[src/design/melody_tone_sequencer_macros.svh]
// Assertion macros for the melody tone sequencer.
// Used by the top level; expects clk and rst_n in scope.
`ifndef MELODY_TONE_SEQUENCER_MACROS_SVH
`define MELODY_TONE_SEQUENCER_MACROS_SVH

// Check that a condition holds at every clock edge out of reset.
`define MTS_ASSERT(lbl, expr, msg) \
    lbl: assert property (@(posedge clk) disable iff (!rst_n) (expr)) else $error(msg);

// Check that a condition holds in the cycle after a trigger.
`define MTS_ASSERT_NEXT(lbl, ante, cons, msg) \
    lbl: assert property (@(posedge clk) disable iff (!rst_n) (ante) |=> (cons)) else $error(msg);

`endif

[src/design/mts_pkg.sv]
// Shared types, constants and the duty table of the melody tone sequencer.
// No dependencies; imported by mts_seq_core and the top level.
package mts_pkg;

    localparam int STORE_DEPTH     = 256;  // power of two, 16 to 256
    localparam int ADDR_BITS       = $clog2(STORE_DEPTH);
    localparam int DIVIDER_BITS    = 15;   // 8 to 16
    localparam int WORD_BITS       = 6;
    localparam int BYTE_BITS       = 8;
    localparam int PTR_BITS        = 8;
    localparam int DUTY_BITS       = 5;
    localparam int STEP_BITS       = 5;
    localparam int STEP_TICK_BITS  = 7;
    localparam int REG_INDEX_BITS  = 1;
    localparam int REG_DATA_BITS   = 1;
    localparam int IN_TDATA_BITS   = 16;
    localparam int OUT_TDATA_BITS  = 16;

    localparam logic CMD_TICK  = 1'b0;
    localparam logic CMD_WRITE = 1'b1;

    localparam logic [REG_INDEX_BITS-1:0] REG_MELODY_PRESENT = 1'd0;
    localparam logic [REG_INDEX_BITS-1:0] REG_TONE_ENABLE    = 1'd1;

    localparam logic [3:0] CODE_STOP     = 4'd1;
    localparam logic [3:0] CODE_TONE_MIN = 4'd2;
    localparam logic [3:0] CODE_TONE_MAX = 4'd13;

    // Half-period lengths, indexed by {phase, tone code}.
    localparam logic [3:0] CYCLE_TABLE [64] = '{
        4'd0, 4'd0, 4'd7, 4'd8, 4'd8, 4'd9, 4'd9, 4'd10,
        4'd11, 4'd11, 4'd12, 4'd13, 4'd14, 4'd14, 4'd0, 4'd0,
        4'd0, 4'd0, 4'd8, 4'd8, 4'd9, 4'd9, 4'd10, 4'd11,
        4'd11, 4'd12, 4'd13, 4'd13, 4'd14, 4'd15, 4'd0, 4'd0,
        4'd0, 4'd0, 4'd8, 4'd8, 4'd9, 4'd9, 4'd10, 4'd10,
        4'd11, 4'd12, 4'd12, 4'd13, 4'd14, 4'd15, 4'd0, 4'd0,
        4'd0, 4'd0, 4'd8, 4'd9, 4'd9, 4'd10, 4'd10, 4'd11,
        4'd11, 4'd12, 4'd13, 4'd14, 4'd14, 4'd15, 4'd0, 4'd0
    };

    typedef struct packed {
        logic                 go;
        logic                 cmd;
        logic [BYTE_BITS-1:0] addr;
        logic [BYTE_BITS-1:0] data;
    } step_t;

    typedef struct packed {
        logic melody_present;
        logic tone_enable;
    } cfg_t;

    typedef struct packed {
        logic                 en;
        logic [ADDR_BITS-1:0] addr;
        logic [WORD_BITS-1:0] data;
    } ram_wr_t;

    typedef struct packed {
        logic                tone_out;
        logic                one_second;
        logic                stop_flag;
        logic                word_invalid;
        logic [PTR_BITS-1:0] play_address;
    } result_t;

    typedef struct packed {
        logic fwd_active;
        logic tick_done;
    } core_status_t;

endpackage

[src/design/mts_ram.sv]
// Generic single-write, single-read RAM with a registered read port.
// No dependencies.
module mts_ram #(
    parameter int WIDTH = 8,
    parameter int DEPTH = 256
) (
    input  logic                     clk,
    input  logic                     we,
    input  logic [$clog2(DEPTH)-1:0] waddr,
    input  logic [WIDTH-1:0]         wdata,
    input  logic [$clog2(DEPTH)-1:0] raddr,
    output logic [WIDTH-1:0]         rdata
);

    logic [WIDTH-1:0] mem [DEPTH];

    always_ff @(posedge clk)
    begin
        if (we)
        begin
            mem[waddr] <= wdata;
        end
        rdata <= mem[raddr];
    end

endmodule

[src/design/mts_seq_core.sv]
// Divider, duty-cycle and step state of the melody tone sequencer.
// Depends on mts_pkg; drives the ports of the melody store RAM.
module mts_seq_core
    import mts_pkg::*;
(
    input  logic                 clk,
    input  logic                 rst_n,
    input  step_t                step,
    input  cfg_t                 cfg,
    input  logic [WORD_BITS-1:0] ram_rdata,
    output logic [ADDR_BITS-1:0] ram_raddr,
    output ram_wr_t              ram_wr,
    output result_t              result,
    output core_status_t         status
);

    logic [DIVIDER_BITS-1:0] divider_reg, divider_next;
    logic [DUTY_BITS-1:0]    duty_count_reg, duty_count_next;
    logic [1:0]              duty_phase_reg, duty_phase_next;
    logic [STEP_BITS-1:0]    step_count_reg, step_count_next;
    logic [PTR_BITS-1:0]     pointer_reg, pointer_next;
    logic                    stopped_reg, stopped_next;
    logic                    tone_reg, tone_next;
    logic                    fwd_valid_reg, fwd_valid_next;
    logic [WORD_BITS-1:0]    fwd_data_reg;

    logic [WORD_BITS-1:0] word;
    logic [3:0]           code;
    logic [3:0]           half_len;
    logic [DUTY_BITS-1:0] limit;
    logic [DUTY_BITS-1:0] duty_inc;
    logic [STEP_BITS-1:0] step_inc;
    logic                 is_tick;
    logic                 is_write;
    logic                 second;

    // The read issued last cycle targets the current pointer; a write to
    // that entry in the same cycle is forwarded.
    assign word     = fwd_valid_reg ? fwd_data_reg : ram_rdata;
    assign code     = word[3:0];
    assign is_tick  = step.go && (step.cmd == CMD_TICK);
    assign is_write = step.go && (step.cmd == CMD_WRITE);
    assign half_len = CYCLE_TABLE[{duty_phase_reg, code}];
    // Low octave (bit 4 clear) doubles the phase length.
    assign limit    = word[4] ? {1'b0, half_len} : {half_len, 1'b0};
    assign duty_inc = duty_count_reg + 1'b1;
    assign step_inc = step_count_reg + 1'b1;

    always_comb
    begin
        divider_next    = divider_reg;
        duty_count_next = duty_count_reg;
        duty_phase_next = duty_phase_reg;
        step_count_next = step_count_reg;
        pointer_next    = pointer_reg;
        stopped_next    = stopped_reg;
        tone_next       = tone_reg;
        second          = 1'b0;
        if (is_tick)
        begin
            divider_next = divider_reg + 1'b1;
            second       = (divider_next == '0);
            if (cfg.melody_present)
            begin
                tone_next = 1'b0;
                if ((code >= CODE_TONE_MIN) && (code <= CODE_TONE_MAX))
                begin
                    tone_next = duty_phase_reg[0] & cfg.tone_enable;
                    if (duty_inc >= limit)
                    begin
                        duty_count_next = '0;
                        duty_phase_next = duty_phase_reg + 1'b1;
                    end
                    else
                    begin
                        duty_count_next = duty_inc;
                    end
                end
                else if (code == CODE_STOP)
                begin
                    stopped_next = 1'b1;
                end
                if (divider_next[STEP_TICK_BITS-1:0] == '0)
                begin
                    // Bit 5 selects a 32-step note, else 16.
                    step_count_next = word[5] ? step_inc
                                              : {1'b0, step_inc[STEP_BITS-2:0]};
                    if (step_count_next == '0)
                    begin
                        pointer_next = pointer_reg + 1'b1;
                    end
                end
            end
        end
    end

    assign ram_raddr   = pointer_next[ADDR_BITS-1:0];
    assign ram_wr.en   = is_write;
    assign ram_wr.addr = step.addr[ADDR_BITS-1:0];
    assign ram_wr.data = step.data[WORD_BITS-1:0];

    assign fwd_valid_next = is_write && (ram_wr.addr == ram_raddr);

    assign result.tone_out     = tone_next;
    assign result.one_second   = second;
    assign result.stop_flag    = stopped_next;
    assign result.word_invalid = is_write && ((step.data[7:6] != 2'b00)
                                              || (step.data[3:0] > CODE_TONE_MAX));
    assign result.play_address = pointer_next;

    assign status.fwd_active = fwd_valid_reg;
    assign status.tick_done  = is_tick;

    always_ff @(posedge clk or negedge rst_n)
    begin
        if (!rst_n)
        begin
            divider_reg    <= '0;
            duty_count_reg <= '0;
            duty_phase_reg <= '0;
            step_count_reg <= '0;
            pointer_reg    <= '0;
            stopped_reg    <= 1'b0;
            tone_reg       <= 1'b0;
            fwd_valid_reg  <= 1'b0;
        end
        else
        begin
            divider_reg    <= divider_next;
            duty_count_reg <= duty_count_next;
            duty_phase_reg <= duty_phase_next;
            step_count_reg <= step_count_next;
            pointer_reg    <= pointer_next;
            stopped_reg    <= stopped_next;
            tone_reg       <= tone_next;
            fwd_valid_reg  <= fwd_valid_next;
        end
    end

    always_ff @(posedge clk)
    begin
        fwd_data_reg <= ram_wr.data;
    end

endmodule

[src/design/melody_tone_sequencer.sv]
// Top level of the melody tone sequencer: stream handshake, config registers,
// input stage and output register. Depends on mts_pkg, mts_ram, mts_seq_core.
//
//   channel   dir   handshake            payload
//   s_*       in    s_tvalid/s_tready    s_tuser = command, s_tdata = address, data
//   m_*       out   m_tvalid/m_tready    m_tdata = tone, second, stop, invalid, address
//   cfg_*     in    cfg_we               cfg_index, cfg_data
//
// One item is taken per cycle while the output is not stalled; a result passes
// through the input stage, then the state update into the output register.
// The melody store RAM is read every cycle at the next play address, so a tick
// sees its word without waiting; a write to that entry is forwarded.
// A stall on m_tready holds the output register; one more item waits in the
// input stage before s_tready drops. Reset clears all control and sequencer state.
`include "melody_tone_sequencer_macros.svh"

module melody_tone_sequencer
    import mts_pkg::*;
(
    input  logic                      clk,
    input  logic                      rst_n,
    input  logic                      s_tvalid,
    output logic                      s_tready,
    input  logic [IN_TDATA_BITS-1:0]  s_tdata,   // [7:0] store_address, [15:8] store_data
    input  logic                      s_tuser,   // [0] command
    output logic                      m_tvalid,
    input  logic                      m_tready,
    output logic [OUT_TDATA_BITS-1:0] m_tdata,   // [0] tone_out, [1] one_second,
                                                 // [2] stop_flag, [3] word_invalid,
                                                 // [11:4] play_address, rest zero
    input  logic                      cfg_we,
    input  logic [REG_INDEX_BITS-1:0] cfg_index,
    input  logic [REG_DATA_BITS-1:0]  cfg_data
);

    logic                 in_valid_reg;
    logic                 in_cmd_reg;
    logic [BYTE_BITS-1:0] in_addr_reg;
    logic [BYTE_BITS-1:0] in_data_reg;
    logic                 out_valid_reg;
    result_t              out_data_reg;
    cfg_t                 cfg_reg;

    logic                 advance;
    step_t                step;
    result_t              result;
    core_status_t         status;
    ram_wr_t              ram_wr;
    logic [ADDR_BITS-1:0] ram_raddr;
    logic [WORD_BITS-1:0] ram_rdata;

    // Advance the input stage whenever the output register is free or draining.
    assign advance  = in_valid_reg && (!out_valid_reg || m_tready);
    assign s_tready = !in_valid_reg || advance;

    assign step.go   = advance;
    assign step.cmd  = in_cmd_reg;
    assign step.addr = in_addr_reg;
    assign step.data = in_data_reg;

    always_ff @(posedge clk or negedge rst_n)
    begin
        if (!rst_n)
        begin
            in_valid_reg  <= 1'b0;
            out_valid_reg <= 1'b0;
            cfg_reg       <= '0;
        end
        else
        begin
            if (s_tready)
            begin
                in_valid_reg <= s_tvalid;
            end
            if (advance)
            begin
                out_valid_reg <= 1'b1;
            end
            else if (m_tready)
            begin
                out_valid_reg <= 1'b0;
            end
            if (cfg_we)
            begin
                unique case (cfg_index)
                    REG_MELODY_PRESENT: cfg_reg.melody_present <= cfg_data[0];
                    REG_TONE_ENABLE:    cfg_reg.tone_enable    <= cfg_data[0];
                    default:            cfg_reg                <= cfg_reg;
                endcase
            end
        end
    end

    // Payload registers: hold on stall, load on transfer.
    always_ff @(posedge clk)
    begin
        if (s_tready && s_tvalid)
        begin
            in_cmd_reg  <= s_tuser;
            in_addr_reg <= s_tdata[BYTE_BITS-1:0];
            in_data_reg <= s_tdata[2*BYTE_BITS-1:BYTE_BITS];
        end
        if (advance)
        begin
            out_data_reg <= result;
        end
    end

    mts_seq_core u_core (
        .clk       (clk),
        .rst_n     (rst_n),
        .step      (step),
        .cfg       (cfg_reg),
        .ram_rdata (ram_rdata),
        .ram_raddr (ram_raddr),
        .ram_wr    (ram_wr),
        .result    (result),
        .status    (status)
    );

    mts_ram #(
        .WIDTH (WORD_BITS),
        .DEPTH (STORE_DEPTH)
    ) u_store (
        .clk   (clk),
        .we    (ram_wr.en),
        .waddr (ram_wr.addr),
        .wdata (ram_wr.data),
        .raddr (ram_raddr),
        .rdata (ram_rdata)
    );

    assign m_tvalid = out_valid_reg;
    assign m_tdata  = {{(OUT_TDATA_BITS-PTR_BITS-4){1'b0}},
                       out_data_reg.play_address,
                       out_data_reg.word_invalid,
                       out_data_reg.stop_flag,
                       out_data_reg.one_second,
                       out_data_reg.tone_out};

    `MTS_ASSERT(a_ready_when_empty, in_valid_reg || s_tready, "input stage empty but not ready")
    `MTS_ASSERT(a_fwd_after_write, !status.fwd_active || $past(ram_wr.en), "forward without write")
    `MTS_ASSERT_NEXT(a_stop_sticky, advance && result.stop_flag, out_data_reg.stop_flag && !(advance && !result.stop_flag), "stop flag cleared")
    `MTS_ASSERT_NEXT(a_pointer_hold, !status.tick_done, status.tick_done || $stable(ram_raddr), "play address moved without tick")

endmodule
[config.mk]
export PLATFORM = sky130hd
export DESIGN_NAME = melody_tone_sequencer
export DESIGN_NICKNAME = d
export VERILOG_FILES = /design/src/design/mts_pkg.sv /design/src/design/mts_ram.sv /design/src/design/mts_seq_core.sv /design/src/design/melody_tone_sequencer.sv
export VERILOG_INCLUDE_DIRS = /design/src /design/src/design
export SDC_FILE = /design/constraint.sdc
export NUM_CORES = 2
export LEC_CHECK = 0
export ABC_AREA = 1
export CAP_MARGIN = 20
export CELL_PAD_IN_SITES_DETAIL_PLACEMENT = 0
export CELL_PAD_IN_SITES_GLOBAL_PLACEMENT = 2
export CORE_AREA = 2 2 436 438
export CTS_BUF_LIST = sky130_fd_sc_hd__clkbuf_16
export CTS_CLUSTER_DIAMETER = 120
export DETAILED_ROUTE_END_ITERATION = 6
export DIE_AREA = 0 0 438 440
export DONT_BUFFER_PORTS = 1
export GPL_ROUTABILITY_DRIVEN = 0
export PLACE_DENSITY_LB_ADDON = 0.1
export SLEW_MARGIN = 10
export SYNTH_ARGS = -nofsm -noshare
export SYNTH_HDL_FRONTEND = slang
export SYNTH_SLANG_ARGS = --single-unit
[constraint.sdc]
create_clock -name clk -period 5.3 [get_ports clk]
set_input_delay 0.265 -clock clk [delete_from_list [all_inputs] [get_ports clk]]
set_output_delay 0.265 -clock clk [all_outputs]
set_load 0.02 [all_outputs]
# Word-level counts from Yosys, hierarchy flattened
# Memories as Yosys holds them, arrays and structs flattened. A register that Yosys moved wholly into a read port is not among the register bits.
# Cells that the tools add are included.
[op_classes] mux=21 reduce_logical=22 n_addsub=5 n_bitwise=4 eq_ne=2 magnitude_cmp=5
[ops] operator="2-to-1 mux 8 bit" count=4
[ops] operator="adder 15 x 1 -> 15 bit (second input constant)" count=1
[ops] operator="logical NOT 15 bit" count=1
[ops] operator="2-to-1 mux 5 bit" count=3
[ops] operator="2-to-1 mux 1 bit" count=11
[ops] operator="adder 5 x 1 -> 5 bit (second input constant)" count=2
[ops] operator="adder 8 x 1 -> 8 bit (second input constant)" count=1
[ops] operator="== test 8 bit" count=1
[ops] operator="2-to-1 mux 4 bit" count=2
[ops] operator=">= comparator 7 bit (second input constant)" count=1
[ops] operator="logical AND 1 bit" count=7
[ops] operator="logical NOT 7 bit" count=1
[ops] operator="NOT 6 -> 7 bit" count=1
[ops] operator="2-to-1 mux 6 bit" count=1
[ops] operator="AND reduction 3 bit" count=2
[ops] operator=">= comparator 5 bit" count=1
[ops] operator="logical NOT 5 bit" count=1
[ops] operator="== test 4 x 1 -> 1 bit (second input constant)" count=1
[ops] operator=">= comparator 4 x 2 -> 1 bit (second input constant)" count=1
[ops] operator="> comparator 4 bit (second input constant)" count=1
[ops] operator="less-or-equal comparator 4 bit (second input constant)" count=1
[ops] operator="AND reduction 2 bit" count=2
[ops] operator="AND reduction 4 bit" count=1
[ops] operator="nonzero test 2 bit" count=2
[ops] operator="5 further kinds" count=9
[totals] mem_bits_rw=1536 output_inout_bits=18 ff_bits=77 romBits=256 wordCells=82 mem_count=2
[memory_table] name="u_store.mem" depth=256 word_bits=6 rd=1 rd_clocked_by_memory_dff=1 write_ports=1 line="mts_ram.sv:15" source="logic [WIDTH-1:0] mem [DEPTH];"
[memory_table] name="(no name shown)" depth=64 word_bits=4 rd=1 rd_clocked_by_memory_dff=0 write_ports=0 line="mts_seq_core.sv:43" source="assign half_len = CYCLE_TABLE[{duty_phase_reg, code}];"

# Longest topological paths before layout
[depth] ltp_word=9 ltp_mapped=23 ltp_nobuf=23

# Hierarchy
# Synthesis repeated with hierarchy kept, for this count alone.
[hier_totals] cells_unflattened=5892 hier_area_um2=67591.1
[by_module_without_submodules] mod="mts_ram" seq_area_each_um2=46244.4 cells_each=5386 n_inst=1 area_per_inst_um2=63151.8
[by_module_without_submodules] mod="mts_seq_core" seq_area_each_um2=1071.0 cells_each=449 n_inst=1 area_per_inst_um2=3353.2
[by_module_without_submodules] mod="melody_tone_sequencer" seq_area_each_um2=970.9 cells_each=57 n_inst=1 area_per_inst_um2=1086.0

# Least setup slack after synthesis
# Ideal clock, no wire load.
[synth_path] kind="reg2reg" startpoint="register in_data_reg[3]" endpoint="memory u_store.mem[0][3] (netlist name), data pin" period_less_slack_ps=4076 stages_incl_launch_ff=1 arrival_ps=3253 setup_slack_ps=1224 n_path_buf=0 required_time_ps=4477 cell_sequence="edfxtp_1"
[synth_rtl] element="start, declared" line="melody_tone_sequencer.sv:39" source="logic [BYTE_BITS-1:0] in_data_reg;"
[synth_rtl] element="start signal, assigned" line="melody_tone_sequencer.sv:101" source="in_data_reg <= s_tdata[2*BYTE_BITS-1:BYTE_BITS];"
[synth_rtl] element="end, declared" line="mts_ram.sv:15"
# No word-level cell before the write port.

# Worst setup path after layout
[layout_path] startpoint="register u_core.divider_reg[1]" endpoint="register u_store.rdata[1] (read register of u_store.mem)"
[layout_between] elab_chain_len=5
[layout_rtl] element="start, declared" line="mts_seq_core.sv:17" source="logic [DIVIDER_BITS-1:0] divider_reg, divider_next;"
[layout_rtl] element="start signal, assigned" line="mts_seq_core.sv:129" source="divider_reg <= divider_next;"
[layout_rtl] element="adder 15 x 1 -> 15 bit" line="mts_seq_core.sv:61" source="divider_next = divider_reg + 1'b1;"
[layout_rtl] element="logical NOT 7 bit" line="mts_seq_core.sv:83" source="if (divider_next[STEP_TICK_BITS-1:0] == '0)"
[layout_rtl] element="2-to-1 mux 8 bit" line="mts_seq_core.sv:83"
[layout_rtl] element="2-to-1 mux 8 bit" line="mts_seq_core.sv:63" source="if (cfg.melody_present)"
[layout_rtl] element="2-to-1 mux 8 bit" line="mts_seq_core.sv:59" source="if (is_tick)"
[layout_rtl] element="end, declared" line="mts_ram.sv:12" source="output logic [WIDTH-1:0] rdata"
# Every way passes these cells.
# A chain may end at the register's enable or synchronous reset.

==> results.md <==
Die:
- The floorplan step defined a die boundary enclosing between 0.15 and 0.2 mm2.
- The count of pins on the block boundary is 42.
- The effective utilization at floorplan is around 38%.
- The area inside the core boundary is 0.189 mm2.
- Measured along the x axis, the die boundary spans about 440 um.
- The cell row count is 160.
- The die is 440 um tall.

Yosys:
- The Yosys warning count is 0.
- The prevailing post-synth register cell is edfxtp_1.
- The share of synthesized flip-flops with an asynchronous set or reset is between 2 and 3%.
- The number of instances in the synthesized netlist is 6582.
- The average cell area after synthesis is 10.8 um2.
- Summing the sequential cell areas from Yosys gives 67.9% of the chip area.
- The number of different library cells used by synthesis comes to 46.
- In this run, synthesis inferred 1565 flip-flops with an integrated enable.
- The register bit count reported by yosys is approximately 1600.
- In this run the cell area of the synthesized design comes to 0.0712 mm2.

Routing:
- The number of remaining DRC errors is 0.
- After the first detailed-routing iteration, the DRC count stood at between 3000 and 4000.
- The routed design has 221000 um of wire.
- The overall via count from detail_route is 46900.
- The count of nets left with antenna violations once routing finished came out at 0.
- The count of TritonRoute iterations in the first routing pass is 5.
- Using the TritonRoute via totals, the vias-per-cell ratio works out to ~5.1.
- In the final routed layout, each cell accounts on average for 24.2 um.

Layout:
- The area used by sequential logic in the layout is 0.0483 mm2.
- Fill cells in the final layout number 18000.
- The net count of the finished layout is 6536.
- The finished cells cover 0.0801 mm2.
- The fraction of layout instances using a drive strength above 1 is 6.07%.
- The area growth from synthesis to layout is 12.5%.
- Leaving out fill and tap cells, the most frequent cells in the layout are edfxtp_1, nand2_1, nand3_1, inv_1, nand3b_1.
- Leaving out fill and tap cells, the most frequent cell in the layout is edfxtp_1.
- The footprint of the multi-input gates is around 0.018 mm2.
- The flip-flop count of the largest register, all copies and words added is 1536.

Placed design:
- In this run the tool buffered the top-level ports with 0 buffer cells.
- Summing all placed instances gives a cell area of 0.0739 mm2.
- Detailed placement finished with a half-perimeter wire length of 123000 um.

Clock tree:
- The clock reaches the later pin of the worst-skew pair after 820 ps.
- The number of buffers created by CTS is 181.
- The root buffer cell chosen for the clock tree is clkbuf_16.
- The clock transition at the register clock pins on the worst setup and hold paths after CTS is 60 ps.
- The TritonCTS clock tree is yes.
- The clock drives 1619 sinks.
- Gates resized during post-CTS repair numbered 0.
- The H-tree was split into 4 levels.
- The buffer levels on the longest clock path is 3.

Hold path:
- The class of the tightest hold or removal check is in2reg.
- The depth of the worst hold-timing path is 1.
- The launch point of the worst hold path is s_tdata[10].
- The worst hold path terminates at in_data_reg[2]$_DFFE_PP_.

Worst setup path:
- The critical path startpoint category is a flop.
- The beginning of the worst register-to-register path is u_core.divider_reg[1]$_DFFE_PN0P_.
- The register-to-register setup slack is 660 ps.
- At the worst endpoint, the required time is 6060 ps.
- The class of the most critical setup path is reg2reg.
- The sort of element at the end of the critical path is a flop.
- Measured in cells, the most critical reg-to-reg path has a length of 19.
- The endpoint identified for the worst register-to-register timing path is u_store.rdata[1]$_DFF_P_.
- Data on the critical path arrives at its endpoint at ~5400 ps.
- The maximum fanout encountered on the critical timing path is between 150 and 200.

STA:
- The final critical path takes up ~90% of the cycle.
- At the pin with the least slew margin, the transition time is 1130 ps.
- Adding up every negative setup slack in the final design gives 0 ps.
- The number of max-slew violations in the final report was 0.
- The worst pin sits at a relative slew slack of roughly 25%.
- The highest attainable clock frequency is 0.215 GHz.
- Setup repair after global routing left no endpoint under its margin.
- Counting I/O delays and the setup requirement, the final critical path takes 4640 ps.
- Setup violations remaining at the end of the flow were counted as 0.
- The final hold violation count is 0.
- The setup skew after layout is 23.6 ps.

Global route:
- The number of antenna violations at the first check in global routing came to 17.
- The largest net degree at the start of global routing is 176.
- The via count of the first global-routing pass is 46400.
- The overall track demand over capacity in global routing is 22.8%.
- The first-pass GRT wire length is 322000 um.
- The total overflow left after global routing is 0.

Status:
- The flow ran to the end, and the final reports show no timing, DRC or antenna violations.

Job:
- The max-cap violation count is 0.

Power and ir drop:
- The leakage dissipation is 30.0 nW.
- The worst vdd rail ir drop is 0.347 mV.
- The power per standard cell area is roughly 340 mW/mm2.
-- critical path, stage by stage, from the launching register on --
cell      delay, ps
dfrtp_1         380
ha_1            250
nand2_2         120
nor2_2          190
nand2_1          70
nand2_1          80
nand2_1          90
nor2_2          330
nand4_4         260
buf_4           440
buf_12          370
nand3b_1        270
nand3_1         140
nand3_1         170
nand3_1         160
nand3_1         190
nand3_1         110
nand3_1         250
nand3_1         260
nand2_1         150
-- area by class of cell --
type | instances | share of cell area [%]
timing repair buffer | 135 | 1.99
clock inverter | 142 | 1.47
clock buffer | 186 | 5.81
tap | 2511 | 3.92
sequential | 1619 | 60.3
antenna | 4 | 0.0125
multi-input combinational | 3763 | 22.7
inverter | 790 | 3.73
-- what timing repair did --
action | CTS | global route
buffers inserted | 0 | 0
hold endpoints to repair | 63 | 0
hold buffers | 28 | 0
-- Yosys cell counts (all sizes together) (17+ instances only) --
| cell | number | area [um2] |
|---|---|---|
| nor2 | 303 | 1150 |
| edfxtp | 1565 | 47000 |
| clkbuf | 155 | 582 |
| nand3 | 1297 | 6490 |
| o211ai | 87 | 653 |
| nand2 | 1564 | 5890 |
| ha | 22 | 275 |
| o21ai | 33 | 169 |
| buf | 258 | 1280 |
| nand3b | 374 | 2810 |
| dfrtp | 42 | 1050 |
| xor2 | 17 | 164 |
| inv | 786 | 2950 |
-- layer usage --
layer	GRT usage, %	vias to the layer above	share of wire, %
met5	0	-	0
met4	7.53	0	3.2
met3	3.36	318	4.4
met2	37.3	1008	47
met1	31.1	23400	45
li1	-	22200	-
-- stage by stage --
stage | instances | worst slack [ps] | power [W] | utilization (%) | hold slack, ps
floorplan | 6585 | 1220 | 0.0150 | - | -30.6
global placement | 8790 | 663 | 0.0154 | 39.2 | -29.4
detailed placement | 8790 | 663 | 0.0154 | 39.2 | -28.9
CTS | 9146 | 649 | 0.0279 | 42.4 | 24.3
global route | 9149 | 388 | 0.0284 | 42.5 | 48.1
finish | 9150 | 659 | 0.0276 | 42.5 | 89.8
-- where the power goes --
part / internal [W] / switching, W / leakage, nW
Clock: 0.00725 / 0.00523 / 3.02
Combinational: 0.000178 / 0.000633 / 12.3
Sequential: 0.0142 / 0.000102 / 14.7
-- cells by family after synthesis --
group	synth area share [%]
buf+inv	6.79
mux	0.0158
xor+xnor	0.267
flops	67.9
simple gates	23.2
fa+ha+maj	0.387
other cells	0.00527
compound gates	1.48
-- worst max path at each step --
stage,start,end
2_1_floorplan,in_data_reg[3]$_DFFE_PP_,u_store.mem[0][3]$_DFFE_PP_
3_3_place_gp,u_core.divider_reg[1]$_DFFE_PN0P_,u_store.rdata[2]$_DFF_P_
3_5_place_dp,u_core.divider_reg[1]$_DFFE_PN0P_,u_core.fwd_valid_reg$_DFF_PN0_
4_1_cts,u_core.divider_reg[1]$_DFFE_PN0P_,u_core.fwd_valid_reg$_DFF_PN0_
5_1_grt,u_core.divider_reg[1]$_DFFE_PN0P_,u_store.rdata[2]$_DFF_P_
6_report,u_core.divider_reg[1]$_DFFE_PN0P_,u_store.rdata[1]$_DFF_P_
No activity file was read; power rests on OpenSTA's default activity.
